## src/rtl/pfm_ema_pkg.sv

```systemverilog
package pfm_ema_pkg;

    // Field widths.
    localparam int VAL_W      = 32;
    localparam int K_W        = 16;
    localparam int TAU_W      = 27;
    localparam int AREA_W     = 20;
    localparam int CFG_IDX_W  = 2;
    localparam int CFG_DATA_W = 27;

    // Serial units produce one bit per cycle over a 32-bit word.
    localparam int ITER_W = 5;

    // Configuration register indexes.
    localparam logic [CFG_IDX_W-1:0] CFG_PULSE_SCALE   = 2'd0;
    localparam logic [CFG_IDX_W-1:0] CFG_AVG_PERIOD    = 2'd1;
    localparam logic [CFG_IDX_W-1:0] CFG_CROSS_SECTION = 2'd2;

    // Reset values of the configuration registers.
    localparam logic [K_W-1:0]    PULSE_SCALE_RESET   = 16'd1920;
    localparam logic [TAU_W-1:0]  AVG_PERIOD_RESET    = 27'd1000000;
    localparam logic [AREA_W-1:0] CROSS_SECTION_RESET = 20'd1000;

    // Item operation codes.
    localparam logic OP_PULSE  = 1'b0;
    localparam logic OP_UPDATE = 1'b1;

    // Scale factors: microseconds per second, and 1e6 mm^3 per litre over 60 s per minute,
    // kept as 50000 / 3 so that speed = avg * 50000 / (3 * area).
    localparam logic [VAL_W-1:0] MICRO_SCALE = 32'd1000000;
    localparam logic [VAL_W-1:0] SPEED_SCALE = 32'd50000;
    localparam logic [VAL_W-1:0] SAT_VALUE   = 32'hFFFF_FFFF;

endpackage

```

## src/rtl/pfm_in_if.sv

```systemverilog
interface pfm_in_if;

    logic                              valid;
    logic                              ready;
    logic                              op;
    logic [pfm_ema_pkg::VAL_W-1:0]     elapsed_us;

    modport source (output valid, output op, output elapsed_us, input ready);
    modport sink   (input valid, input op, input elapsed_us, output ready);

endinterface

```

## src/rtl/pfm_out_if.sv

```systemverilog
interface pfm_out_if;

    logic                              valid;
    logic                              ready;
    logic [pfm_ema_pkg::VAL_W-1:0]     frequency_hz;
    logic [pfm_ema_pkg::VAL_W-1:0]     inst_flow;
    logic [pfm_ema_pkg::VAL_W-1:0]     avg_flow;
    logic [pfm_ema_pkg::VAL_W-1:0]     speed_mm_s;
    logic [pfm_ema_pkg::VAL_W-1:0]     pulses_in_window;

    modport source (
        output valid, output frequency_hz, output inst_flow, output avg_flow,
        output speed_mm_s, output pulses_in_window, input ready
    );
    modport sink (
        input valid, input frequency_hz, input inst_flow, input avg_flow,
        input speed_mm_s, input pulses_in_window, output ready
    );

endinterface

```

## src/rtl/pulse_flow_meter_ema.sv

```systemverilog
// Pulse flow meter with exponentially smoothed flow.
// Input channel (in_ch): each item is either a rising sensor edge (op = pulse), which only
// advances the pulse counter and gives no result, or a periodic update (op = update) carrying
// the microseconds since the previous update. Each update gives exactly one result item on
// out_ch with frequency, instantaneous flow, smoothed flow, duct speed and the pulse count.
// Configuration is a plain write port (cfg_wr_en, cfg_index, cfg_data), to be written by the
// user while idle; the block itself does not enforce this. Every division runs through one
// shared restoring divider and every product through one shift-and-add multiplier, each with
// one operand load, then one bit a cycle over 32 bits; up to seven such passes run one after
// another for an update (five with smoothing off, two when no time has elapsed). The input
// is closed until the result is registered, so a new update is taken only once the previous
// one is through.
// Pulse items are taken every cycle while no update is in progress.
// The result sits in an output register, so a new item is accepted while the previous result
// waits; if the receiver still stalls when the next result is ready, the block holds it and
// accepts nothing until the output register frees.
// Reset clears the counter, the held frequency, flow and average, and loads the configuration
// registers with their defaults; no result is pending after reset.
module pulse_flow_meter_ema #(
    parameter int FRACTION_BITS = 16
) (
    input  logic                                 clk,
    input  logic                                 rst_n,
    pfm_in_if.sink                               in_ch,
    pfm_out_if.source                            out_ch,
    input  logic                                 cfg_wr_en,
    input  logic [pfm_ema_pkg::CFG_IDX_W-1:0]    cfg_index,
    input  logic [pfm_ema_pkg::CFG_DATA_W-1:0]   cfg_data
);

    // The widest dividend is pulses * 1e6 (52 bits) scaled by the fraction bits, or a
    // 64-bit product in the averaging step.
    localparam int DVD_W  = (52 + FRACTION_BITS > 64) ? 52 + FRACTION_BITS : 64;
    // The part of the dividend above the 32 quotient bits, with one guard bit.
    localparam int CMP_W  = DVD_W - 31;
    localparam int VAL_W  = pfm_ema_pkg::VAL_W;
    localparam int DVS_W  = VAL_W + 1;
    localparam int ITER_W = pfm_ema_pkg::ITER_W;
    localparam logic [ITER_W-1:0] LAST_ITER = ITER_W'(VAL_W - 1);

    // Sequencer states.
    localparam logic [3:0] ST_IDLE     = 4'd0;
    localparam logic [3:0] ST_FREQ_MUL = 4'd1;
    localparam logic [3:0] ST_FREQ_DIV = 4'd2;
    localparam logic [3:0] ST_FLOW_DIV = 4'd3;
    localparam logic [3:0] ST_AVG_MUL  = 4'd4;
    localparam logic [3:0] ST_AVG_DIV  = 4'd5;
    localparam logic [3:0] ST_SPD_MUL  = 4'd6;
    localparam logic [3:0] ST_SPD_DIV  = 4'd7;
    localparam logic [3:0] ST_DONE     = 4'd8;

    // Control and state registers.
    logic [3:0]                         state_reg, state_next;
    logic [ITER_W-1:0]                  cnt_reg, cnt_next;
    logic                               ld_reg, ld_next;
    logic                               out_valid_reg, out_valid_next;
    logic [pfm_ema_pkg::K_W-1:0]        k_reg, k_next;
    logic [pfm_ema_pkg::TAU_W-1:0]      tau_reg, tau_next;
    logic [pfm_ema_pkg::AREA_W-1:0]     area_reg, area_next;
    logic [VAL_W-1:0]                   count_reg, count_next;
    logic [VAL_W-1:0]                   freq_reg, freq_next;
    logic [VAL_W-1:0]                   flow_reg, flow_next;
    logic [VAL_W-1:0]                   avg_reg, avg_next;

    // Datapath registers.
    logic [VAL_W-1:0]                   pulses_reg, pulses_next;
    logic [VAL_W-1:0]                   elapsed_reg, elapsed_next;
    logic [VAL_W-1:0]                   speed_reg, speed_next;
    logic                               up_reg, up_next;
    logic [2*VAL_W-1:0]                 mp_reg, mp_next;
    logic [VAL_W-1:0]                   ma_reg, ma_next;
    logic [DVS_W+VAL_W-1:0]             dr_reg, dr_next;
    logic [DVS_W-1:0]                   dv_reg, dv_next;
    logic                               dovf_reg, dovf_next;
    logic [VAL_W-1:0]                   o_freq_reg, o_freq_next;
    logic [VAL_W-1:0]                   o_flow_reg, o_flow_next;
    logic [VAL_W-1:0]                   o_avg_reg, o_avg_next;
    logic [VAL_W-1:0]                   o_speed_reg, o_speed_next;
    logic [VAL_W-1:0]                   o_pulses_reg, o_pulses_next;

    // Serial multiplier: one multiplier bit a cycle, the partial sum shifts down.
    logic [VAL_W:0]                     mul_sum;
    logic [2*VAL_W-1:0]                 mul_step;

    // Restoring divider: one quotient bit a cycle, quotient bits enter at the bottom.
    logic [DVS_W:0]                     div_trial;
    logic [DVS_W:0]                     div_diff;
    logic                               div_ge;
    logic [DVS_W+VAL_W-1:0]             div_step;
    logic [VAL_W-1:0]                   div_quot;

    // Operand selection for loading the divider.
    logic [DVD_W-1:0]                   div_dvd;
    logic [DVS_W-1:0]                   div_dvs;
    logic [CMP_W-1:0]                   div_hi;
    logic                               div_ovf;
    logic [DVS_W-1:0]                   area_x3;

    logic                               in_accept;
    logic                               flow_ge_avg;
    logic [VAL_W-1:0]                   flow_avg_diff;

    assign in_ch.ready = (state_reg == ST_IDLE);
    assign in_accept   = in_ch.valid && in_ch.ready;

    assign mul_sum  = {1'b0, mp_reg[2*VAL_W-1:VAL_W]} + (mp_reg[0] ? {1'b0, ma_reg} : '0);
    assign mul_step = {mul_sum, mp_reg[VAL_W-1:1]};

    assign div_trial = {dr_reg[DVS_W+VAL_W-1:VAL_W], dr_reg[VAL_W-1]};
    assign div_diff  = div_trial - {1'b0, dv_reg};
    assign div_ge    = (div_trial >= {1'b0, dv_reg});
    assign div_step  = {div_ge ? div_diff[DVS_W-1:0] : div_trial[DVS_W-1:0],
                        dr_reg[VAL_W-2:0], div_ge};
    // An oversized quotient or a zero divisor is flagged at load and saturates.
    assign div_quot  = dovf_reg ? pfm_ema_pkg::SAT_VALUE : div_step[VAL_W-1:0];

    assign area_x3 = (DVS_W'(area_reg) << 1) + DVS_W'(area_reg);

    always_comb
    begin
        case (state_reg)
            ST_FREQ_DIV:
            begin
                div_dvd = DVD_W'(mp_reg) << FRACTION_BITS;
                div_dvs = DVS_W'(elapsed_reg);
            end
            ST_FLOW_DIV:
            begin
                div_dvd = DVD_W'({freq_reg, 8'd0});
                div_dvs = DVS_W'(k_reg);
            end
            ST_AVG_DIV:
            begin
                div_dvd = DVD_W'(mp_reg);
                div_dvs = DVS_W'(tau_reg) + DVS_W'(elapsed_reg);
            end
            default:
            begin
                div_dvd = DVD_W'(mp_reg);
                div_dvs = area_x3;
            end
        endcase
    end

    assign div_hi  = {1'b0, div_dvd[DVD_W-1:VAL_W]};
    assign div_ovf = (div_hi >= CMP_W'(div_dvs));

    assign flow_ge_avg   = (flow_reg >= avg_reg);
    assign flow_avg_diff = flow_ge_avg ? (flow_reg - avg_reg) : (avg_reg - flow_reg);

    always_comb
    begin
        state_next     = state_reg;
        cnt_next       = cnt_reg;
        ld_next        = ld_reg;
        out_valid_next = out_valid_reg;
        k_next         = k_reg;
        tau_next       = tau_reg;
        area_next      = area_reg;
        count_next     = count_reg;
        freq_next      = freq_reg;
        flow_next      = flow_reg;
        avg_next       = avg_reg;
        pulses_next    = pulses_reg;
        elapsed_next   = elapsed_reg;
        speed_next     = speed_reg;
        up_next        = up_reg;
        mp_next        = mp_reg;
        ma_next        = ma_reg;
        dr_next        = dr_reg;
        dv_next        = dv_reg;
        dovf_next      = dovf_reg;
        o_freq_next    = o_freq_reg;
        o_flow_next    = o_flow_reg;
        o_avg_next     = o_avg_reg;
        o_speed_next   = o_speed_reg;
        o_pulses_next  = o_pulses_reg;

        if (cfg_wr_en)
        begin
            case (cfg_index)
                pfm_ema_pkg::CFG_PULSE_SCALE:   k_next    = cfg_data[pfm_ema_pkg::K_W-1:0];
                pfm_ema_pkg::CFG_AVG_PERIOD:    tau_next  = cfg_data[pfm_ema_pkg::TAU_W-1:0];
                pfm_ema_pkg::CFG_CROSS_SECTION: area_next = cfg_data[pfm_ema_pkg::AREA_W-1:0];
                default:                        ;
            endcase
        end

        if (out_valid_reg && out_ch.ready)
        begin
            out_valid_next = 1'b0;
        end

        case (state_reg)
            ST_IDLE:
            begin
                if (in_accept)
                begin
                    if (in_ch.op == pfm_ema_pkg::OP_PULSE)
                    begin
                        count_next = count_reg + 1'b1;
                    end
                    else
                    begin
                        pulses_next  = count_reg;
                        count_next   = '0;
                        elapsed_next = in_ch.elapsed_us;
                        ld_next      = 1'b1;
                        // With no elapsed time the held values stand; only speed is redone.
                        state_next   = (in_ch.elapsed_us == '0) ? ST_SPD_MUL : ST_FREQ_MUL;
                    end
                end
            end

            ST_FREQ_MUL, ST_AVG_MUL, ST_SPD_MUL:
            begin
                if (ld_reg)
                begin
                    cnt_next = '0;
                    ld_next  = 1'b0;
                    if (state_reg == ST_FREQ_MUL)
                    begin
                        ma_next = pulses_reg;
                        mp_next = {{VAL_W{1'b0}}, pfm_ema_pkg::MICRO_SCALE};
                    end
                    else if (state_reg == ST_AVG_MUL)
                    begin
                        ma_next = flow_avg_diff;
                        mp_next = {{VAL_W{1'b0}}, elapsed_reg};
                        up_next = flow_ge_avg;
                        if (tau_reg == '0)
                        begin
                            // No smoothing: the average follows the flow directly.
                            avg_next   = flow_reg;
                            ld_next    = 1'b1;
                            state_next = ST_SPD_MUL;
                        end
                    end
                    else
                    begin
                        ma_next = avg_reg;
                        mp_next = {{VAL_W{1'b0}}, pfm_ema_pkg::SPEED_SCALE};
                    end
                end
                else
                begin
                    mp_next  = mul_step;
                    cnt_next = cnt_reg + 1'b1;
                    if (cnt_reg == LAST_ITER)
                    begin
                        ld_next    = 1'b1;
                        state_next = state_reg + 1'b1;
                    end
                end
            end

            ST_FREQ_DIV, ST_FLOW_DIV, ST_AVG_DIV, ST_SPD_DIV:
            begin
                if (ld_reg)
                begin
                    cnt_next  = '0;
                    ld_next   = 1'b0;
                    dr_next   = {div_hi[DVS_W-1:0], div_dvd[VAL_W-1:0]};
                    dv_next   = div_dvs;
                    dovf_next = div_ovf;
                end
                else
                begin
                    dr_next  = div_step;
                    cnt_next = cnt_reg + 1'b1;
                    if (cnt_reg == LAST_ITER)
                    begin
                        ld_next    = 1'b1;
                        state_next = state_reg + 1'b1;
                        case (state_reg)
                            ST_FREQ_DIV: freq_next  = div_quot;
                            ST_FLOW_DIV: flow_next  = div_quot;
                            ST_AVG_DIV:
                            begin
                                // The step never exceeds the difference, so no overflow.
                                avg_next = up_reg ? (avg_reg + div_step[VAL_W-1:0])
                                                  : (avg_reg - div_step[VAL_W-1:0]);
                            end
                            default:     speed_next = div_quot;
                        endcase
                    end
                end
            end

            ST_DONE:
            begin
                if (!out_valid_reg || out_ch.ready)
                begin
                    out_valid_next = 1'b1;
                    o_freq_next    = freq_reg;
                    o_flow_next    = flow_reg;
                    o_avg_next     = avg_reg;
                    o_speed_next   = speed_reg;
                    o_pulses_next  = pulses_reg;
                    state_next     = ST_IDLE;
                end
            end

            default:
            begin
                state_next = ST_IDLE;
            end
        endcase
    end

    always_ff @(posedge clk or negedge rst_n)
    begin
        if (!rst_n)
        begin
            state_reg     <= ST_IDLE;
            cnt_reg       <= '0;
            ld_reg        <= 1'b0;
            out_valid_reg <= 1'b0;
            k_reg         <= pfm_ema_pkg::PULSE_SCALE_RESET;
            tau_reg       <= pfm_ema_pkg::AVG_PERIOD_RESET;
            area_reg      <= pfm_ema_pkg::CROSS_SECTION_RESET;
            count_reg     <= '0;
            freq_reg      <= '0;
            flow_reg      <= '0;
            avg_reg       <= '0;
        end
        else
        begin
            state_reg     <= state_next;
            cnt_reg       <= cnt_next;
            ld_reg        <= ld_next;
            out_valid_reg <= out_valid_next;
            k_reg         <= k_next;
            tau_reg       <= tau_next;
            area_reg      <= area_next;
            count_reg     <= count_next;
            freq_reg      <= freq_next;
            flow_reg      <= flow_next;
            avg_reg       <= avg_next;
        end
    end

    always_ff @(posedge clk)
    begin
        pulses_reg   <= pulses_next;
        elapsed_reg  <= elapsed_next;
        speed_reg    <= speed_next;
        up_reg       <= up_next;
        mp_reg       <= mp_next;
        ma_reg       <= ma_next;
        dr_reg       <= dr_next;
        dv_reg       <= dv_next;
        dovf_reg     <= dovf_next;
        o_freq_reg   <= o_freq_next;
        o_flow_reg   <= o_flow_next;
        o_avg_reg    <= o_avg_next;
        o_speed_reg  <= o_speed_next;
        o_pulses_reg <= o_pulses_next;
    end

    assign out_ch.valid            = out_valid_reg;
    assign out_ch.frequency_hz     = o_freq_reg;
    assign out_ch.inst_flow        = o_flow_reg;
    assign out_ch.avg_flow         = o_avg_reg;
    assign out_ch.speed_mm_s       = o_speed_reg;
    assign out_ch.pulses_in_window = o_pulses_reg;

endmodule

```

## src/flat_wrapper.sv

```systemverilog
// flat-port wrapper written by rule: the top's interface ports become plain ports
module pulse_flow_meter_ema_flat 
#(
    parameter int FRACTION_BITS = 16
)
  (clk, rst_n, cfg_wr_en, cfg_index, cfg_data, in_ch_valid, in_ch_op, in_ch_elapsed_us, in_ch_ready, out_ch_valid, out_ch_frequency_hz, out_ch_inst_flow, out_ch_avg_flow, out_ch_speed_mm_s, out_ch_pulses_in_window, out_ch_ready);
  pfm_in_if in_ch_i ();
  pfm_out_if out_ch_i ();
  input  logic clk;
  input  logic rst_n;
  input  logic cfg_wr_en;
  input  logic [pfm_ema_pkg::CFG_IDX_W-1:0] cfg_index;
  input  logic [pfm_ema_pkg::CFG_DATA_W-1:0] cfg_data;
  input wire logic [$bits(in_ch_i.valid)-1:0] in_ch_valid;
  input wire logic [$bits(in_ch_i.op)-1:0] in_ch_op;
  input wire logic [$bits(in_ch_i.elapsed_us)-1:0] in_ch_elapsed_us;
  output wire logic [$bits(in_ch_i.ready)-1:0] in_ch_ready;
  output wire logic [$bits(out_ch_i.valid)-1:0] out_ch_valid;
  output wire logic [$bits(out_ch_i.frequency_hz)-1:0] out_ch_frequency_hz;
  output wire logic [$bits(out_ch_i.inst_flow)-1:0] out_ch_inst_flow;
  output wire logic [$bits(out_ch_i.avg_flow)-1:0] out_ch_avg_flow;
  output wire logic [$bits(out_ch_i.speed_mm_s)-1:0] out_ch_speed_mm_s;
  output wire logic [$bits(out_ch_i.pulses_in_window)-1:0] out_ch_pulses_in_window;
  input wire logic [$bits(out_ch_i.ready)-1:0] out_ch_ready;
  assign in_ch_i.valid = in_ch_valid;
  assign in_ch_i.op = in_ch_op;
  assign in_ch_i.elapsed_us = in_ch_elapsed_us;
  assign in_ch_ready = in_ch_i.ready;
  assign out_ch_valid = out_ch_i.valid;
  assign out_ch_frequency_hz = out_ch_i.frequency_hz;
  assign out_ch_inst_flow = out_ch_i.inst_flow;
  assign out_ch_avg_flow = out_ch_i.avg_flow;
  assign out_ch_speed_mm_s = out_ch_i.speed_mm_s;
  assign out_ch_pulses_in_window = out_ch_i.pulses_in_window;
  assign out_ch_i.ready = out_ch_ready;
  pulse_flow_meter_ema #(.FRACTION_BITS(FRACTION_BITS)) u_core (.clk(clk), .rst_n(rst_n), .in_ch(in_ch_i), .out_ch(out_ch_i), .cfg_wr_en(cfg_wr_en), .cfg_index(cfg_index), .cfg_data(cfg_data));
endmodule
```

## config.mk

```make
export PLATFORM = sky130hd
export DESIGN_NAME = pulse_flow_meter_ema_flat
export DESIGN_NICKNAME = d
export VERILOG_FILES = /design/src/rtl/pfm_ema_pkg.sv /design/src/rtl/pfm_in_if.sv /design/src/rtl/pfm_out_if.sv /design/src/rtl/pulse_flow_meter_ema.sv /design/src/flat_wrapper.sv
export SDC_FILE = /design/constraint.sdc
export NUM_CORES = 2
export LEC_CHECK = 0
export BUFFER_PORTS_ARGS = -buffer_cell sky130_fd_sc_hd__buf_2
export CORE_ASPECT_RATIO = 0.7
export CORE_MARGIN = 5
export CORE_UTILIZATION = 50
export CTS_CLUSTER_DIAMETER = 60
export CTS_CLUSTER_SIZE = 12
export DETAILED_ROUTE_END_ITERATION = 8
export GPL_ROUTABILITY_DRIVEN = 0
export PLACE_DENSITY = 0.7
export SLEW_MARGIN = 40
export SYNTH_ARGS = -nofsm -noshare
export SYNTH_HDL_FRONTEND = slang
export SYNTH_SLANG_ARGS = --single-unit
export TNS_END_PERCENT = 5
```

## constraint.sdc

```tcl
create_clock -name clk -period 5.4 [get_ports clk]
set_clock_uncertainty 0.2 [all_clocks]
set_input_delay 0.27 -clock clk [delete_from_list [all_inputs] [get_ports clk]]
set_output_delay 0.27 -clock clk [all_outputs]
set_load 0.1 [all_outputs]
```

-- Word-level counts from Yosys, hierarchy flattened
Index checks and enable logic that the tools add are counted.
- memory bits (read-only): 0
- memories: 0
- output and inout port bits: 162
- word-level logic and storage cells: 141
- register bits: 654
- input bits: 67
- bits in latches: 0
- memory bits (writable): 0
- muxes and demuxes: 46
- multipliers: 0
- divide/modulo/power cells: 0
- order comparisons: 3
- reductions and logical operators: 29
- equal/unequal tests: 24
- bitwise gates (word level): 3
- shifts and indexed selects: 0
- add/subtract/negate cells: 11
- operators with widths (operator ; number):
    $mux W32 ; 15
    $pmux W68 S2 ; 1
    $mux W64 ; 2
    $pmux W33 S3 ; 1
    $sub A32 B32 Y32 ; 3
    $mux W65 ; 1
    $pmux W32 S2 ; 1
    $ge A36 B33 Y1 ; 1
    $mux W4 ; 9
    $ge A34 B33 Y1 ; 1
    $add A27 B32 Y33 ; 1
    $add A32 B33 Y33 ; 1
    $mux W33 ; 1
    $sub A33 B33 Y33 ; 1
    $add A32 B1 Y32 const B ; 1
    $add A32 B32 Y32 ; 1
    $ge A32 B32 Y1 ; 1
    $logic_not A32 Y1 ; 1
    $logic_not A27 Y1 ; 1
    $add A21 B20 Y22 ; 1
    $eq A4 B3 Y1 const B ; 4
    $pmux W4 S4 ; 1
    $reduce_and A4 Y1 ; 4
    $reduce_and A2 Y1 ; 7
    other kinds (29) ; 55

-- Depth between registers and ports, before layout
- depth in word-level cells: 7
- mapped depth: 31
- depth with buffers taken out: 28

-- Least setup slack after synthesis
Ideal clock, no wire load.
- path type: flip-flop to flip-flop
- from: register u_core.dr_reg[48]
- to: register u_core.avg_reg[26]
- required time: 5070 ps
- slack: -421 ps
- period minus slack after synthesis: 5821 ps
- setup time: 130 ps
- cell stages (with the launch flop): 24
- buffers on the path: 3
- data arrival time: 5491 ps
- cells stage by stage: edfxtp_1 -> ha_1 -> clkbuf_1 -> a21oi_1 -> nand2_1 -> a211oi_1 -> a211oi_1 -> a31o_1 -> a211o_1 -> inv_2 -> clkbuf_1 -> clkbuf_1 -> ha_1 -> mux2_2 -> fa_1 -> a211o_1 -> a2111oi_4 -> o31ai_2 -> a31oi_4 -> o21ai_2 -> a31o_1 -> a22o_1 -> or4_1 -> o311ai_1
- cells in the longest elaborated chain, start to end: 7
- elaborated cells on any way between the ends: 8
- classes of those cells: add/sub (2); order compare (1); mux (5)
- ends and longest elaborated chain (item ; line ; RTL):
    from (decl) ; pulse_flow_meter_ema.sv:72 ; logic [DVS_W+VAL_W-1:0] dr_reg, dr_next;
    from (signal assigned) ; pulse_flow_meter_ema.sv:351 ; dr_reg <= dr_next;
    $ge A34 B33 Y1 (*) ; pulse_flow_meter_ema.sv:111 ; assign div_ge = (div_trial >= {1'b0, dv_reg});
    $sub A32 B32 Y32 / $add A32 B32 Y32 (equally long branches) ; pulse_flow_meter_ema.sv:282, pulse_flow_meter_ema.sv:281 ;
    $mux W32 (*) ; pulse_flow_meter_ema.sv:281 ; avg_next = up_reg ? (avg_reg + div_step[VAL_W-1:0])
    $mux W32 (*) ; pulse_flow_meter_ema.sv:275 ; case (state_reg)
    $mux W32 (*) ; pulse_flow_meter_ema.sv:271 ; if (cnt_reg == LAST_ITER)
    $mux W32 (*) ; pulse_flow_meter_ema.sv:259 ; if (ld_reg)
    $pmux W32 S2 (*) ; pulse_flow_meter_ema.sv:194 ; case (state_reg)
    to (signal assigned) ; pulse_flow_meter_ema.sv:339 ; avg_reg <= avg_next;
    to (decl) ; pulse_flow_meter_ema.sv:63 ; logic [VAL_W-1:0] avg_reg, avg_next;
Mark *: on every way between the ends. The rest lies on a longest branch, timed or not. The select of a mux whose other input is x is not followed.
A chain may end at the register's enable or synchronous reset.

-- Worst setup path after layout
- from: register u_core.dr_reg[40]
- to: register u_core.avg_reg[28]
The elaborated chain is that of the path after synthesis.

==> flow_summary.yaml <==
global_route:
  gr-usage-all-layers: 0.2963
  grt_max_degree: 137
  overflow: 0
  antenna_found_initial: 2
  grt_pass1_vias: 28920
  grt_pass1_wl_um: 184000
logic_synthesis:
  synthSimpleGateAreaFrac: 0.1201
  syn_inst: 3680
  synth_edf_count: 452
  ys_ff_latch: 654
  synth.avg_cell_area_sq_um: 10.29
  synth_nets: 4002
  synthAdderAreaFrac: 0.08563
  ys_warn_count: 0
  synth_seq_area_share: 0.4924
  synth_top_area_cell: "edfxtp_1"
  ys_types: 89
  synth_compound_area_frac: 0.1903
  netlist_top_cells_area: "edfxtp_1 (36%), dfrtp_1 (12%), ha_1 (8.2%)"
  synthMuxAreaShare: 0.02901
  yosys.cell_count.top_type: "edfxtp_1"
  syn-cell-area_sq_um: 37870
  synth_flop_cell: "edfxtp_1"
  synthArstFlopShare: 0.3089
  synth_common_cells: "edfxtp_1 (452), nor2_1 (374), a21oi_1 (337)"
  synth_top_family_by_area: "compound AO/OA/AOI/OAI gates"
  synth_xor_area_frac: 0.04510
  yosys.area.top_type_share: 0.3584
floorplanning:
  die_h_um: 240.3
  core_area_sq_um: 75040
  die-area_sq_um: 81430
  fp.dieW_um: 338.9
  row_count: 84
  io_pins: 229
  initial_core_util: 0.5047
route:
  dr.first_iter.drc_count: 4516
  wirelength_um: 124300
  ant_nets: 0
  vias: 31650
  firstDrtPassIters: 7
  routed_via_density: 6.260
  wl_per_cell_um: 24.59
  drcViolationCount: 0
setup_path:
  cp_slowest_cell: "a2111oi_4"
  slowest_delay_ns: 0.45
  worstPathArrival_ns: 5.75
  path_class: "reg2reg"
  crit_family: "compound AO/OA/AOI/OAI gates"
  required_ns: 5.74
  cp-start-kind: "flop"
  cp_cell_sequence: "ha_1 -> nand2_1 -> o21ai_2 -> a211oi_2 -> a211oi_2 -> a31o_1 -> a211o_1 -> inv_2 -> ha_4 -> mux2_4 -> fa_2 -> a211o_1 -> a2111oi_4 -> o31ai_4 -> a31oi_4 -> o21ai_2 -> a31o_1 -> a22o_1 -> o31ai_4 -> nor2_1 -> o41ai_2"
  crit_fanout: 4
  crit_buf_inv: 1
  endpoint_kind: "flop"
timing:
  period_needed_ns: 5.415
  worstMarginPinSlew_ns: 0.8593
  finalCritPeriodShare: 1.003
  slew-limit-headroom: 0.4271
  tns_ns: -0.01514
  setup_viol: 1
  rsz0062_at_grt: "true"
  max_freq_mhz: 184.7
  slew_viol_final: 0
  fin_ws_ns: -0.01514
  hold_viol_final: 0
layout:
  largest_reg_flops: 65
  nNetsFinal: 4335
  n_fill_cell: 6296
  syn2layout_area_growth_pct: 16.04
  drive_above_1_share: 0.1545
  postLayoutCellArea_sq_um: 43940
pwr:
  pwr_density_cell_nw_per_um2: 658.1
  peakVddDrop_mv: 0.4481
  p_leak_nw: 17.87
placement:
  port_buffers: 228
  dpl-instance-area_sq_um: 40810
  hpwlAfterDp_um: 93590
clock_tree:
  clkSinkCount: 654
  cts_inserted_buffers: 67
  cts_tree: "yes"
  clk-insertion-delay-late_ns: 0.65
  root_buffer: "clkbuf_16"
  htreeDepth: 3
  path_clk_slew_ns: 0.06
  clk_path_buf_depth: 3
status:
  outcome: "finished, violations left"
  violations: "negative setup slack"
run:
  maxCapViolations: 0
hold_path:
  hold_class: "in2reg"
[path summary, 6_finish.rpt]
kind                                 startpoint                      endpoint  slack, ns  cells after the start
setup / recovery              u_core.dr_reg[40]            u_core.avg_reg[28]      -0.02                     21
hold / removal             in_ch_elapsed_us[23]        u_core.elapsed_reg[23]       0.16                      2
setup reg to reg              u_core.dr_reg[40]            u_core.avg_reg[28]      -0.02                     21
hold reg to reg            u_core.speed_reg[31]  u_core.out_ch.speed_mm_s[31]       0.22                      0
max in group asynchronous                 rst_n             u_core.avg_reg[9]       3.34                      5
min in group asynchronous                 rst_n           u_core.state_reg[2]       0.48                      3
[power by group]
| group | total (mW) | internal [mW] | switching [mW] | leakage (nW) |
|---|---|---|---|---|
| clock network | 4.61 | 2.55 | 2.06 | 1.00 |
| registers | 8.52 | 7.17 | 1.35 | 6.64 |
| logic | 15.8 | 6.09 | 9.69 | 10.2 |
| total | 28.9 | 15.8 | 13.1 | 17.9 |
[logic make-up (layout without fill, tap and decap cells)]
| group | count (synthesis) | in the layout |
|---|---|---|
| flops | 654 | 654 |
| compound gates | 1105 | 1105 |
| buf+inv | 375 | 760 |
| xor+xnor | 195 | 195 |
| fa+ha+maj | 255 | 255 |
| mux | 100 | 100 |
| simple gates | 996 | 996 |
| other cells | 0 | 2 |
[stage by stage]
step	setup WS, ns	hold slack [ns]	cells	total power, mW	utilization
detailed placement	-0.1746	0.06397	4859	23.29	0.5439
CTS	-0.02179	0.1328	5048	28.08	0.5812
floorplan	-0.08099	-0.2256	3680	18.51	-
global route	-0.2349	0.1562	5055	30.50	0.5856
global placement	-0.08936	0.06610	4853	23.05	0.5426
finish	-0.01514	0.1614	5056	28.92	0.5856
[repair_timing]
action,in CTS,in global routing
endpoints found under the setup margin,6,14
hold buffers,68,0
setup buffers,0,3
hold endpoints to repair,167,0
gates resized for setup,5,46
pin swaps,1,10
[routing by layer]
layer / track usage / vias to the layer above / wire [um]
li1: - / 14230 / -
met1: 0.4560 / 15190 / 54210
met2: 0.3938 / 1968 / 47950
met3: 0.1054 / 261 / 18630
met4: 0.07484 / 2 / 3536
met5: 0 / - / 14
[layout make-up]
class                           count  area, sq um  share of cell area
Sequential cell                   654        18660              0.4245
Multi-Input combinational cell   2651        18190              0.4140
Timing Repair Buffer              428         2964             0.06745
Clock buffer                      108         1862             0.04237
Tap cell                          989         1237             0.02816
Inverter                          211        793.3             0.01805
Clock inverter                     13        235.2            0.005353
Antenna cell                        2        5.005           0.0001139
[cell usage in the layout, fill, tap and decap left out, types with 47 or more instances in the layout]
cell,synthesis,routed
xnor2_1,100,99
o21ai_0,166,161
mux2_2,78,77
a22oi_1,69,69
ha_1,248,241
buf_2,9,228
a21oi_1,337,329
and2_1,49,47
a21o_1,84,84
nand3_1,59,58
o21ai_1,55,56
nor2_1,374,369
nand2_1,262,259
dlygate4sd3_1,0,67
xor2_1,95,95
edfxtp_1,452,452
buf_4,0,119
inv_1,209,206
o21a_1,53,53
clkbuf_16,0,68
dfrtp_1,185,182
(Power assumes the default switching activity.)
